===== config.mk =====
export PLATFORM = sky130hd
export DESIGN_NAME = drrip_cmd_fifo
export DESIGN_NICKNAME = d
export VERILOG_FILES = /design/src/rtl/core/drrip_pkg.sv /design/src/rtl/core/drrip_cmd_fifo.sv
export SDC_FILE = /design/constraint.sdc
export NUM_CORES = 1
export LEC_CHECK = 0
export BUFFER_PORTS_ARGS = -buffer_cell sky130_fd_sc_hd__buf_2
export CAP_MARGIN = 25
export CORE_ASPECT_RATIO = 1.25
export CORE_MARGIN = 3
export CORE_UTILIZATION = 45
export DETAILED_ROUTE_END_ITERATION = 10
export GPL_ROUTABILITY_DRIVEN = 0
export MAX_ROUTING_LAYER = met4
export PLACE_DENSITY = 0.77
export SLEW_MARGIN = 20
export SYNTH_ARGS = -nofsm -noshare
export SYNTH_HDL_FRONTEND = slang
export SYNTH_SLANG_ARGS = --single-unit

===== constraint.sdc =====
create_clock -name clk -period 3.1 [get_ports clk]
set_clock_uncertainty 0.2 [all_clocks]
set_input_delay 0 -clock clk [delete_from_list [all_inputs] [get_ports clk]]
set_output_delay 0 -clock clk [all_outputs]
set_load 0.05 [all_outputs]

===== src/rtl/core/drrip_pkg.sv =====
// Shared types and constants for the DRRIP dead-block replacement unit.
// Used by the front decoder, the command queue, the back engine and the top level.
package drrip_pkg;

	localparam int SET_IN_W   = 11;
	localparam int WAY_IN_W   = 4;
	localparam int MASK_W     = 16;
	localparam int CHANCE_W   = 5;
	localparam int OP_W       = 2;
	localparam int PSEL_OUT_W = 10;
	localparam int IN_DATA_W  = 40;
	localparam int OUT_DATA_W = 16;

	localparam logic [1:0] RRPV_MAX = 2'd3;
	localparam logic [1:0] DEAD_MAX = 2'd3;
	localparam logic [1:0] RRPV_NEAR = 2'd2;

	typedef enum logic [OP_W-1:0] {
		OP_QUERY  = 2'd0,
		OP_UPDATE = 2'd1,
		OP_DECAY  = 2'd2,
		OP_NONE   = 2'd3
	} op_t;

	typedef enum logic [2:0] {
		ST_CLEAR,
		ST_IDLE,
		ST_EXEC,
		ST_DECAY,
		ST_DECAY_LAST,
		ST_FINISH
	} back_state_t;

	// Decoded command handed from the front to the back
	typedef struct packed {
		op_t                 op;
		logic [SET_IN_W-1:0] set_idx;
		logic [WAY_IN_W-1:0] way;
		logic                way_ok;
		logic                hit;
		logic                leader;
		logic                brrip_leader;
		logic                inv_found;
		logic [WAY_IN_W-1:0] inv_way;
		logic                chance_zero;
	} cmd_t;

	typedef struct packed {
		logic clearing;
		logic pop;
		logic out_load;
	} back_status_t;

endpackage


===== src/rtl/core/drrip_cmd_fifo.sv =====
// Two-entry command queue between the front decoder and the back engine.
// Depends on drrip_pkg.
module drrip_cmd_fifo (
	input  logic            clk,
	input  logic            arst_n,
	input  logic            push,
	input  drrip_pkg::cmd_t cmd_in,
	input  logic            pop,
	output drrip_pkg::cmd_t cmd_out,
	output logic            full,
	output logic            empty
);

	drrip_pkg::cmd_t entry_q [2];
	logic            wr_ptr_q;
	logic            rd_ptr_q;
	logic [1:0]      count_q;

	assign full    = (count_q == 2'd2);
	assign empty   = (count_q == 2'd0);
	assign cmd_out = entry_q[rd_ptr_q];

	always_ff @(posedge clk or negedge arst_n) begin
		if (!arst_n) begin
			wr_ptr_q <= 1'b0;
			rd_ptr_q <= 1'b0;
			count_q  <= 2'd0;
		end else begin
			if (push) begin
				wr_ptr_q <= ~wr_ptr_q;
			end
			if (pop) begin
				rd_ptr_q <= ~rd_ptr_q;
			end
			count_q <= count_q + 2'(push) - 2'(pop);
		end
	end

	always_ff @(posedge clk) begin
		if (push) begin
			entry_q[wr_ptr_q] <= cmd_in;
		end
	end

endmodule


After elaboration in Yosys (flattened, before gate mapping) --
Memory sizes are Yosys's and may differ from the RTL's. Cells that the tools add are included.
Operators by class: $add $sub $neg 2, muxes and demuxes 2, equal/unequal tests 1, reductions and logical operators 1, bitwise logic cells 2
Operators by type and width (number):
- $add 2x1->2 | 1
- $eq 2x2->1 const B | 1
- $logic_not 2->1 | 1
- $mux 1 | 2
- $not 1->1 | 2
- $sub 2x1->2 | 1
Word-level totals: memories kept 1, logic and storage cells 12, output and inout bits 29, bits in registers 4, input bits 31, bits in writable memories 54
Memory list:
- entry_q | depth 2, bits a word 27, rd ports 1, clocked after Yosys merged registers in 0, write ports 1, line drrip_cmd_fifo.sv:14 | drrip_pkg::cmd_t entry_q [2];

Logic depth before layout (Yosys ltp) --
depth in word-level cells 2, gate-level depth with buffers 5, depth with buffers taken out 5

Worst setup path before layout --
Ideal clock, no wire load.
kind reg-to-reg, start register wr_ptr_q, end memory entry_q[0][0] (netlist name) (enable), data arrival time 1.622 ns, setup time 0.414 ns, setup slack 0.864 ns, clock period less this slack 2.236 ns, path buffers 0, stages on the path, launching flop included 2, cells stage by stage dfrtp_1 nor2b_1
RTL lines:
- start, declared | line drrip_cmd_fifo.sv:15 | logic wr_ptr_q;
- start signal, assigned | line drrip_cmd_fifo.sv:30 | wr_ptr_q <= ~wr_ptr_q;
- end, declared | line drrip_cmd_fifo.sv:14
No word-level cell before the write port.

==> results.cfg <==
[setup_path]
slowest_delay_ns = 0.84
worstSetupStartpointType = flop
critical-path-top-delay-family = flip-flops
end_kind = primary output
timing.critical_path.arrival_ns = 1.95
crit_type = flop to primary output
timing.critical_path.slowest_stage_cell = sky130_fd_sc_hd__dfrtp_1
timing.critical_path.fanout_max = 15
critical_path.cell_chain = buf_12 > mux2_4 > buf_2
timing.critical_path.required_ns = 2.90
worstPathBufferInverterCount = 2

[grt]
wire_length_of_the_first_global_routing_pass_mm = 6.60
track_usage_pct = 15.2
grt_antenna_before_repair = 0
first_global_vias = 1386
pin_count_of_the_biggest_net_entering_global_routing = 16
overflow = 0

[detailed_routing]
route.antenna.remaining_nets = 0
drc_errors = 0
detail_route.vias_per_cell = 4.69
detail_route.wirelength_mm = 4.00
dr.first_iter.drc_count = 34
firstDrtPassIters = 4
dr_wl_cell_um = 15.1
routed-via-count = 1244

[die]
placement_rows = 28
io-pin-count = 60
fp.dieH_um = 85.0
initial_core_util_pct = 47.1
floorplan.die.width_um = 69.2
fp.dieArea_um2 = 5880
core_region_area_um2 = 4760

[placement]
placement.io_buffers = 59
detailed_place_hpwl_mm = 2.69

[clocking]
root_buffer = sky130_fd_sc_hd__clkbuf_8
cts.sink_count = 58
cts_max_level = 3
post_cts_setup_buffers = 0
clkLatencyLatePin_ns = 0.32
tritoncts = done
cts.clk_slew.worst_paths_ns = 0.06
clock_path_buffers = 2
cts_buffers = 9

[finish]
final_common_cell = sky130_fd_sc_hd__buf_2
drive_gt1_share_pct = 51.2
final_nets = 233
num-fill-cells = 337
syn2layout_area_growth_pct = 40.1
most-common-layout-cells = sky130_fd_sc_hd__buf_2 (59), sky130_fd_sc_hd__edfxtp_1 (54), sky130_fd_sc_hd__dlygate4sd3_1 (31)
n_antenna_cell = 0

[synthesis]
yosys_warnings = 0
synth_nets = 132
number_of_cells_produced_by_synthesis = 99
synth.yosys.seq_area_share_pct = 76.7
ys_types = 13
postSynthAreaPerCell_um2 = 22.7
synth_seq_cells = 58
synth.cell_area_um2 = 2240

[job]
drv.max_cap_violation_count = 0

[pwr]
power.leakage_nw = 1.30
pwr_density_cell_nw_per_um2 = 1030
vdd_ir_drop_max_mv = 0.555

[sta]
min_period_over_period_pct = 69.3
minimum_period_implied_by_the_final_worst_setup_slack_ns = 2.15
max_slew_margin_pct = 48.8
max_freq_mhz = 466
hold_violations_final = 0
finalSetupTns_ns = 0
final-max-slew-violation-count = 0
worstMarginPinSlew_ns = 0.768
report.final.setup_viol = 0
timing.hold.ws_ns = 0.199
rsz0062_at_grt = false

[run_status]
status = complete, no violations

[worst_hold_path]
worstHoldPathType = input pin to flop
sequential cells by signal (all words and copies together) (netlist names):
signal and flops:
count_q 2, entry_q 54, rd_ptr_q 1, wr_ptr_q 1
per-layer routing:
metal  wire (um)  up-vias  global-route usage, %
met5           0        -                      -
met4          99        0                   8.53
met3         169       10                   4.27
met2        2210       36                   26.2
met1        1520      613                   15.6
li1            -      585                      -
cells in the mapped netlist:
library cell               count  area (um^2)
sky130_fd_sc_hd__mux2_4       19          285
sky130_fd_sc_hd__buf_6         1         11.3
sky130_fd_sc_hd__xor3_1        1         23.8
sky130_fd_sc_hd__inv_1         2         7.51
sky130_fd_sc_hd__nor2b_1       2         12.5
sky130_fd_sc_hd__dfrtp_1       4          100
sky130_fd_sc_hd__ha_1          2         25.0
sky130_fd_sc_hd__mux2_2        8         90.1
sky130_fd_sc_hd__and2_1        1         6.26
sky130_fd_sc_hd__edfxtp_1     54         1620
sky130_fd_sc_hd__nor2_1        1         3.75
sky130_fd_sc_hd__xor2_1        2         17.5
sky130_fd_sc_hd__buf_12        2         40.0
report_power, final:
group	leakage [nW]	switching, mW	internal [mW]
combinational	0.630	0.838	0.448
clock	0.120	0.266	0.530
sequential	0.553	0.0995	1.05
total	1.30	1.20	2.02
layout make-up:
cell class                 count  area (um^2)  area share [%]
clock inverter                 6          105            3.34
multi-input combinational     36          467            14.8
tap                           60         75.1            2.39
inverter                       2         7.51           0.239
sequential                    58         1720            54.8
timing repair buffer          93          641            20.4
clock buffer                  10          128            4.06
cell families after synthesis:
kind of cell  Yosys count  synth area share [%]
xor+xnor                3                  1.84
fa+ha+maj               2                  1.11
buf+inv                 5                  2.62
flops                  58                  76.7
mux                    27                  16.7
simple gates            4                  1.00
final timing paths:
path / start / end / slack [ns] / cells past startpoint
min in group asynchronous: arst_n / wr_ptr_q$_DFFE_PN0P_ / 0.43 / 3
worst min register to register: wr_ptr_q$_DFFE_PN0P_ / wr_ptr_q$_DFFE_PN0P_ / 0.33 / 1
max in group asynchronous: arst_n / count_q[0]$_DFF_PN0_ / 2.09 / 3
worst min-delay path: cmd_in[23] / entry_q[1][23]$_DFFE_PP_ / 0.20 / 2
worst max register to register: wr_ptr_q$_DFFE_PN0P_ / entry_q[0][4]$_DFFE_PP_ / 1.22 / 2
worst max-delay path: rd_ptr_q$_DFFE_PN0P_ / cmd_out[19] / 0.95 / 3
stage by stage:
step                      setup slack [ns]  area, um^2  cells  power [mW]  util (%)
final                                0.953        3140    265        3.23      66.0
after global placement                1.33        2600    218        2.39      54.6
after CTS                            0.908        3140    265        3.26      66.0
after floorplan                      0.864        2240     99        2.21         -
after global routing                 0.848        3140    265        3.35      66.0
after detailed placement              1.23        2600    218        2.43      54.6
repair_timing:
item                                   in CTS  in global routing
endpoints found under the hold margin      62                  0
gates resized for setup                     0                  0
hold buffers                               31                  0
No activity file was read; power rests on OpenSTA's default activity.
