==> src/rtl/core/drrip_pkg.sv <==
// Shared types and constants for the DRRIP dead-block replacement unit.
// Used by the front decoder, the command queue, the back engine and the top level.
package drrip_pkg;

	localparam int SET_IN_W   = 11;
	localparam int WAY_IN_W   = 4;
	localparam int MASK_W     = 16;
	localparam int CHANCE_W   = 5;
	localparam int OP_W       = 2;
	localparam int PSEL_OUT_W = 10;
	localparam int IN_DATA_W  = 40;
	localparam int OUT_DATA_W = 16;

	localparam logic [1:0] RRPV_MAX = 2'd3;
	localparam logic [1:0] DEAD_MAX = 2'd3;
	localparam logic [1:0] RRPV_NEAR = 2'd2;

	typedef enum logic [OP_W-1:0] {
		OP_QUERY  = 2'd0,
		OP_UPDATE = 2'd1,
		OP_DECAY  = 2'd2,
		OP_NONE   = 2'd3
	} op_t;

	typedef enum logic [2:0] {
		ST_CLEAR,
		ST_IDLE,
		ST_EXEC,
		ST_DECAY,
		ST_DECAY_LAST,
		ST_FINISH
	} back_state_t;

	// Decoded command handed from the front to the back
	typedef struct packed {
		op_t                 op;
		logic [SET_IN_W-1:0] set_idx;
		logic [WAY_IN_W-1:0] way;
		logic                way_ok;
		logic                hit;
		logic                leader;
		logic                brrip_leader;
		logic                inv_found;
		logic [WAY_IN_W-1:0] inv_way;
		logic                chance_zero;
	} cmd_t;

	typedef struct packed {
		logic clearing;
		logic pop;
		logic out_load;
	} back_status_t;

endpackage

==> src/rtl/core/drrip_front.sv <==
// Front decoder: wraps the set index, classifies leader sets and finds the first invalid way.
// Depends on drrip_pkg.
module drrip_front #(
	parameter int SETS        = 2048,
	parameter int WAYS        = 16,
	parameter int LEADER_SETS = 64
) (
	input  drrip_pkg::op_t                        opcode,
	input  logic [drrip_pkg::SET_IN_W-1:0]        set_index,
	input  logic [drrip_pkg::WAY_IN_W-1:0]        way_index,
	input  logic                                  hit,
	input  logic [drrip_pkg::MASK_W-1:0]          valid_mask,
	input  logic [drrip_pkg::CHANCE_W-1:0]        chance,
	output drrip_pkg::cmd_t                       cmd
);

	localparam int RED_W   = 21;
	localparam int RED_STEPS = 5;

	logic [RED_W-1:0] red;

	always_comb begin
		red = RED_W'(set_index);
		// index < 2048 and SETS >= 64, so quotient fits in five bits
		for (int k = RED_STEPS - 1; k >= 0; k--) begin
			if (red >= (RED_W'(SETS) << k)) begin
				red = red - (RED_W'(SETS) << k);
			end
		end
	end

	always_comb begin
		cmd.op           = opcode;
		cmd.set_idx      = red[drrip_pkg::SET_IN_W-1:0];
		cmd.way          = way_index;
		cmd.way_ok       = 6'(way_index) < 6'(WAYS);
		cmd.hit          = hit;
		cmd.leader       = red < RED_W'(LEADER_SETS);
		cmd.brrip_leader = (red < RED_W'(LEADER_SETS)) && (red >= RED_W'(LEADER_SETS / 2));
		cmd.chance_zero  = (chance == '0);
		cmd.inv_found    = 1'b0;
		cmd.inv_way      = '0;
		// ways at or above the mask width count as valid
		for (int w = drrip_pkg::MASK_W - 1; w >= 0; w--) begin
			if (w < WAYS && !valid_mask[w]) begin
				cmd.inv_found = 1'b1;
				cmd.inv_way   = drrip_pkg::WAY_IN_W'(w);
			end
		end
	end

endmodule

==> config.mk <==
export PLATFORM = sky130hd
export DESIGN_NAME = drrip_front
export DESIGN_NICKNAME = d
export VERILOG_FILES = /design/src/rtl/core/drrip_pkg.sv /design/src/rtl/core/drrip_front.sv
export SDC_FILE = /design/constraint.sdc
export NUM_CORES = 1
export LEC_CHECK = 0
export BUFFER_PORTS_ARGS = -buffer_cell sky130_fd_sc_hd__buf_4
export CAP_MARGIN = 20
export CORE_AREA = 5 5 42 44
export DETAILED_ROUTE_END_ITERATION = 10
export DIE_AREA = 0 0 47 49
export GPL_ROUTABILITY_DRIVEN = 0
export PLACE_DENSITY = 0.81
export SYNTH_ARGS = -nofsm -noshare
export SYNTH_HDL_FRONTEND = slang
export SYNTH_SLANG_ARGS = --single-unit
==> constraint.sdc <==
create_clock -name vclk -period 1.2
set_clock_uncertainty 0.1 [all_clocks]
set_input_delay 0.18 -clock vclk [all_inputs]
set_output_delay 0.18 -clock vclk [all_outputs]
set_load 0.05 [all_outputs]
Yosys cells after proc, flatten, opt, wreduce, memory -nomap -nowiden
Cells that the tools add are included.
{ "word_totals": {"output_inout_bits": 27, "ram_bits": 0, "mem_count": 0, "latchBits": 0, "reg_bits": 0, "romBits": 0} }
{ "op_classes": {"mul": 0, "n_mux": 16, "shift": 0, "bitwise": 0, "order_cmp": 2, "n_div": 0, "n_reduce_logical": 2, "add_sub_neg": 0, "n_eq_ne": 0} }
{ "op_table": {"columns": ["cell", "n"], "rows": [
  ["5-bit two-way mux", 16],
  ["11-bit by 6-bit >= comparator with 1-bit output, second input constant", 1],
  ["11-bit by 7-bit less-than comparator with 1-bit output, second input constant", 1],
  ["5-bit logical NOT", 1],
  ["1-bit logical AND", 1]
]} }

Depth between registers and ports, before layout
Gate-level depths: netlist (run 1).
{ "depth": {"word_depth": 16, "ltp_mapped": 4, "ltp_nobuf": 4} }

Least setup slack after synthesis (run 1)
OpenSTA, ideal clock, no wires.
{ "synth_path": {"path_type": "input -> output", "start": "input port set_index[10] in the netlist's numbering", "end": "output port cmd[6] in the netlist's numbering", "t_required_ns": 0.920, "cell_stages": 3, "arrival_time_ns": 1.655, "path_slack_ns": -0.735, "cell_sequence": "or4_4 nor2_2 and2_1"} }
{ "synth_rtl": {"columns": ["element", "line", "source"], "rows": [
  ["start: declaration", "drrip_front.sv:9", "input logic [drrip_pkg::SET_IN_W-1:0] set_index,"],
  ["end: declaration", "drrip_front.sv:14", "output drrip_pkg::cmd_t cmd"]
]} }

==> results of run 1 <==
[worst max-delay path, cell delays in order]
cell    delay [ns]
buf_6         0.09
or4_4         0.53
nor2_4        0.10
and2_4        0.14
buf_8         0.14
[power by group through the flow]
stage               Sequential [mW]  Combinational [mW]  Clock [mW]
floorplan                         0               0.228           0
global placement                  0               0.223           0
detailed placement                0               0.227           0
CTS                               0               0.255           0
global route                      0               0.303           0
finish                            0               0.286           0
[how the worst max path moves through the flow]
stage | end | from | depth (start not counted)
after floorplan | cmd[6] | set_index[10] | 3
after global placement | cmd[6] | set_index[10] | 5
after detailed placement | cmd[6] | set_index[10] | 5
after CTS | cmd[6] | set_index[6] | 5
after global routing | cmd[6] | set_index[6] | 5
final | cmd[6] | set_index[6] | 5
[final cells by class]
cell class,instances,area (µm²),area share [%]
multi-input cells,34,279,35.5
repair buffers,47,473,60.1
well taps,16,20.0,2.54
inverters,4,15.0,1.91
[cell families (layout without fill, tap and decap cells)]
group	after synthesis	after routing	share of synthesized area [%]
AO/OA/AOI/OAI	10	10	17.0
buffers and inverters	23	51	45.7
other	1	1	1.09
AND/OR/NAND/NOR	23	23	36.2
[synth_stat cells, drive strengths merged]
| master | number | area [µm²] |
|---|---|---|
| a21o | 1 | 7.51 |
| and2 | 1 | 6.26 |
| nor3 | 2 | 10.0 |
| nand2 | 6 | 22.5 |
| or4 | 2 | 18.8 |
| o2111ai | 1 | 8.76 |
| nor2 | 5 | 21.3 |
| and4 | 2 | 17.5 |
| conb | 1 | 3.75 |
| o21ai | 5 | 25.0 |
| nand4 | 3 | 18.8 |
| buf | 19 | 143 |
| a31oi | 2 | 12.5 |
| inv | 4 | 15.0 |
| a21oi | 1 | 5.00 |
| nand3 | 2 | 10.0 |
[cells in the final DEF (no fill, tap or decap), types with 2 or more instances in the layout]
master / instances
inv_1: 2
nor2_2: 2
or4_4: 2
nand4_1: 3
inv_2: 2
o21ai_1: 3
buf_4: 21
nand2_1: 3
nand2_4: 2
nor2_4: 2
and4_1: 2
buf_6: 20
buf_8: 6
[metrics by stage]
step | hold slack (ns) | instances | area (µm²) | power [mW] | util, %
global route | 0.260 | 101 | 787 | 0.303 | 56.2
CTS | 0.260 | 99 | 701 | 0.255 | 50.0
finish | 0.260 | 101 | 787 | 0.286 | 56.2
floorplan | 0.313 | 57 | 382 | 0.228 | -
global placement | 0.260 | 99 | 597 | 0.223 | 42.6
detailed placement | 0.260 | 99 | 597 | 0.227 | 42.6
[timing repair]
item	4_1_cts	5_1_grt
pin swaps	16	10
buffers inserted	1	2
hold buffers	0	0
gates resized for setup	29	19
endpoints found under the setup margin	8	8
[per-layer routing]
layer  routed length (µm)  track usage (%)
met1                  406             10.5
met3                  303             5.17
met2                  714             20.8
met4                   10             1.84
met5                    0                0
==> flow_summary.ini, run 1 <==
[run_status]
status = finished with violations
violations = setup timing

[drt]
wl_per_cell_um = 14.2
drtPass1Iterations = 4
route.detailed.drc = 0
viasPerCell = 4.99
drt_iter0_markers = 3
num_vias = 504
wl_mm = 1.44
antenna_left = 0

[setup_path]
cp-start-kind = primary input
crit_path_end_kind = output port
worstPathRequired_ns = 0.92
arrival_ns = 1.18
setup.worst_path.class = primary input to output port
cp_max_fo = 2

[sta]
slew_violations = 0
fmax_ghz = 0.683
fin_ws_ns = -0.265
setup_viol = 4
finalCriticalPeriod_ns = 1.46
finalHoldViolations = 0
fin_crit_sh_pct = 122
rsz0062_at_grt = yes
tns_ns = -0.585

[logic_synthesis]
ys_seq_area_share_pct = 0
synth.distinct_cells = 19
synthCells = 57
synth_fp_nets = 96
syn_area_um2 = 345
syn_area_per_cell_um2 = 6.06
yosysWarnings = 0

[placement]
port_buffers = 41
preCtsSetupSlack_ns = -0.327
dp_hpwl_mm = 1.17

[global_routing]
grt_max_degree = 6
overflow = 0
antenna_found_initial = 0
grt_pass1_vias = 535
grt.total_usage_pct = 11.1
grt_pass1_wl_mm = 2.04

[layout]
seq_cell_count = 0
fillers = 132
clkbuf_count = 0
num_antenna_cells = 0
layout-drive-gt1-share_pct = 77.6
seq_area_um2 = 0
area_growth_pct = 128
final_nets = 126

[floorplan]
core_um2 = 1400
die_area_um2 = 2300
die_h_um = 49
start_util_pct = 24.6
io-pin-count = 66
die_w_um = 47
row_count = 14

[worst_hold_path]
min_to = cmd[11]
min_path_cells = 0
min-delay-start = way_index[1]
hp-class = primary input to output port

[pwr]
powerDensity_nw_per_um2 = 363
swShare_pct = 50.4
internal-power_uw = 142
peakVddDrop_uv = 147
power_frac_seq_pct = 0
clkPwrFrac_pct = 0
p_leak_nw = 0.363
power_switching_uw = 144
p_comb_share_pct = 100.0

[job]
cap_viol_max_count = 0
Power figures use the tool's default switching activity.
==> run 2: changes to the inputs <==
Clock period 1.2 ns to 1.8 ns, I/O delays scaled along.
==> run 2 against run 1 <==
First-iteration DRC count up 67%. Largest cell class unchanged. Via count down 12%. Sequential cell count unchanged. Total power down 50%. The flow now finishes without violations. Clock-buffer cell count unchanged. Cell count down 5.9%. Non-clock buffer count down 6. Critical path depth unchanged. Global-route usage down 0.86 points.
==> flow_summary.ini, run 2 (synthesized netlist as in run 1, its figures left out) <==
[sta]
finalCriticalPeriod_ns = 1.72
slew_violations = 0
rsz0062_at_grt = no
setup_viol = 0
fin_crit_sh_pct = 95.5
finalHoldViolations = 0
fmax_ghz = 0.582

[setup_path]
cp_max_fo = 2
arrival_ns = 1.35
worstPathRequired_ns = 1.43
setup.worst_path.class = primary input to output port
crit_path_end_kind = output port
cp-start-kind = primary input

[drt]
wl_mm = 1.27
drt_iter0_markers = 5
viasPerCell = 4.69
antenna_left = 0
wl_per_cell_um = 13.3
num_vias = 446
drtPass1Iterations = 4
route.detailed.drc = 0

[layout]
seq_area_um2 = 0
seq_cell_count = 0
fillers = 155
layout-drive-gt1-share_pct = 58.2
multi_input_area_um2 = 201
area_growth_pct = 57.6
fin_cells = 95
clkbuf_count = 0
num_antenna_cells = 0
layout_commonest_cell = buf_4
final_nets = 120
most-common-layout-cells = buf_4 (41), nand2_1 (6), o21ai_0 (4), inv_1 (4)

[global_routing]
grt_pass1_wl_mm = 1.87
antenna_found_initial = 0
grt.total_usage_pct = 10.2
overflow = 0
grt_pass1_vias = 478
grt_max_degree = 6

[pwr]
powerDensity_nw_per_um2 = 262
p_comb_share_pct = 100.0
power_frac_seq_pct = 0
power_switching_uw = 81.2
clkPwrFrac_pct = 0
peakVddDrop_uv = 82.2
swShare_pct = 56.9
p_leak_nw = 0.279
finalPower_uw = 143
internal-power_uw = 61.5

[placement]
port_buffers = 41
dp_hpwl_mm = 1.14
dp_cells = 95

[floorplan]
core_um2 = 1400
start_util_pct = 24.6
die_w_um = 47
die_area_um2 = 2300
row_count = 14
io-pin-count = 66
die_h_um = 49

[worst_hold_path]
hp-class = primary input to output port

[clock_tree]
cts.repair.resized = 0
cts_setup_buffers = 0
postCtsHoldBufs = 0

[job]
cap_viol_max_count = 0

[run_status]
status = completed
==> run 2: layout make-up <==
class                           count  share of cell area [%]
Inverter                            4                    2.76
Multi-Input combinational cell     34                    37.0
Tap cell                           16                    3.68
Timing Repair Buffer               41                    56.6
==> run 2: worst max-delay path, cell delays in order <==
cell and delay, ns:
buf_4 0.11, or4_4 0.53, nor2_4 0.11, and2_2 0.14, buf_4 0.19
==> run 2: worst paths after layout <==
path	end	slack [ns]	depth (start not counted)	start
max	cmd[6]	0.08	5	set_index[10]
min	cmd[26]	0.44	0	opcode[1]
==> run 2: metal layers <==
layer	GRT usage, %	share of wire (%)
met2	20.1	54
met4	3.69	2.7
met5	0	0
met1	9.57	31
met3	1.85	12
==> run 2: metrics by stage <==
stage               worst slack [ns]  setup TNS (ns)  hold slack (ns)  util (%)  instance area, µm²
floorplan                    -0.0232         -0.0232            0.500         -                 359
global placement              0.0897               0            0.440      38.8                 544
detailed placement            0.0756               0            0.440      38.8                 544
CTS                           0.0751               0            0.440      38.8                 544
global route                  0.0490               0            0.440      38.8                 544
finish                        0.0808               0            0.440      38.8                 544
==> run 2: power groups by stage <==
| stage | Sequential (mW) | Clock, mW | Combinational, mW |
|---|---|---|---|
| final | 0 | 0 | 0.143 |
| after global routing | 0 | 0 | 0.152 |
| after CTS | 0 | 0 | 0.143 |
| after detailed placement | 0 | 0 | 0.143 |
| after global placement | 0 | 0 | 0.141 |
| after floorplan | 0 | 0 | 0.149 |
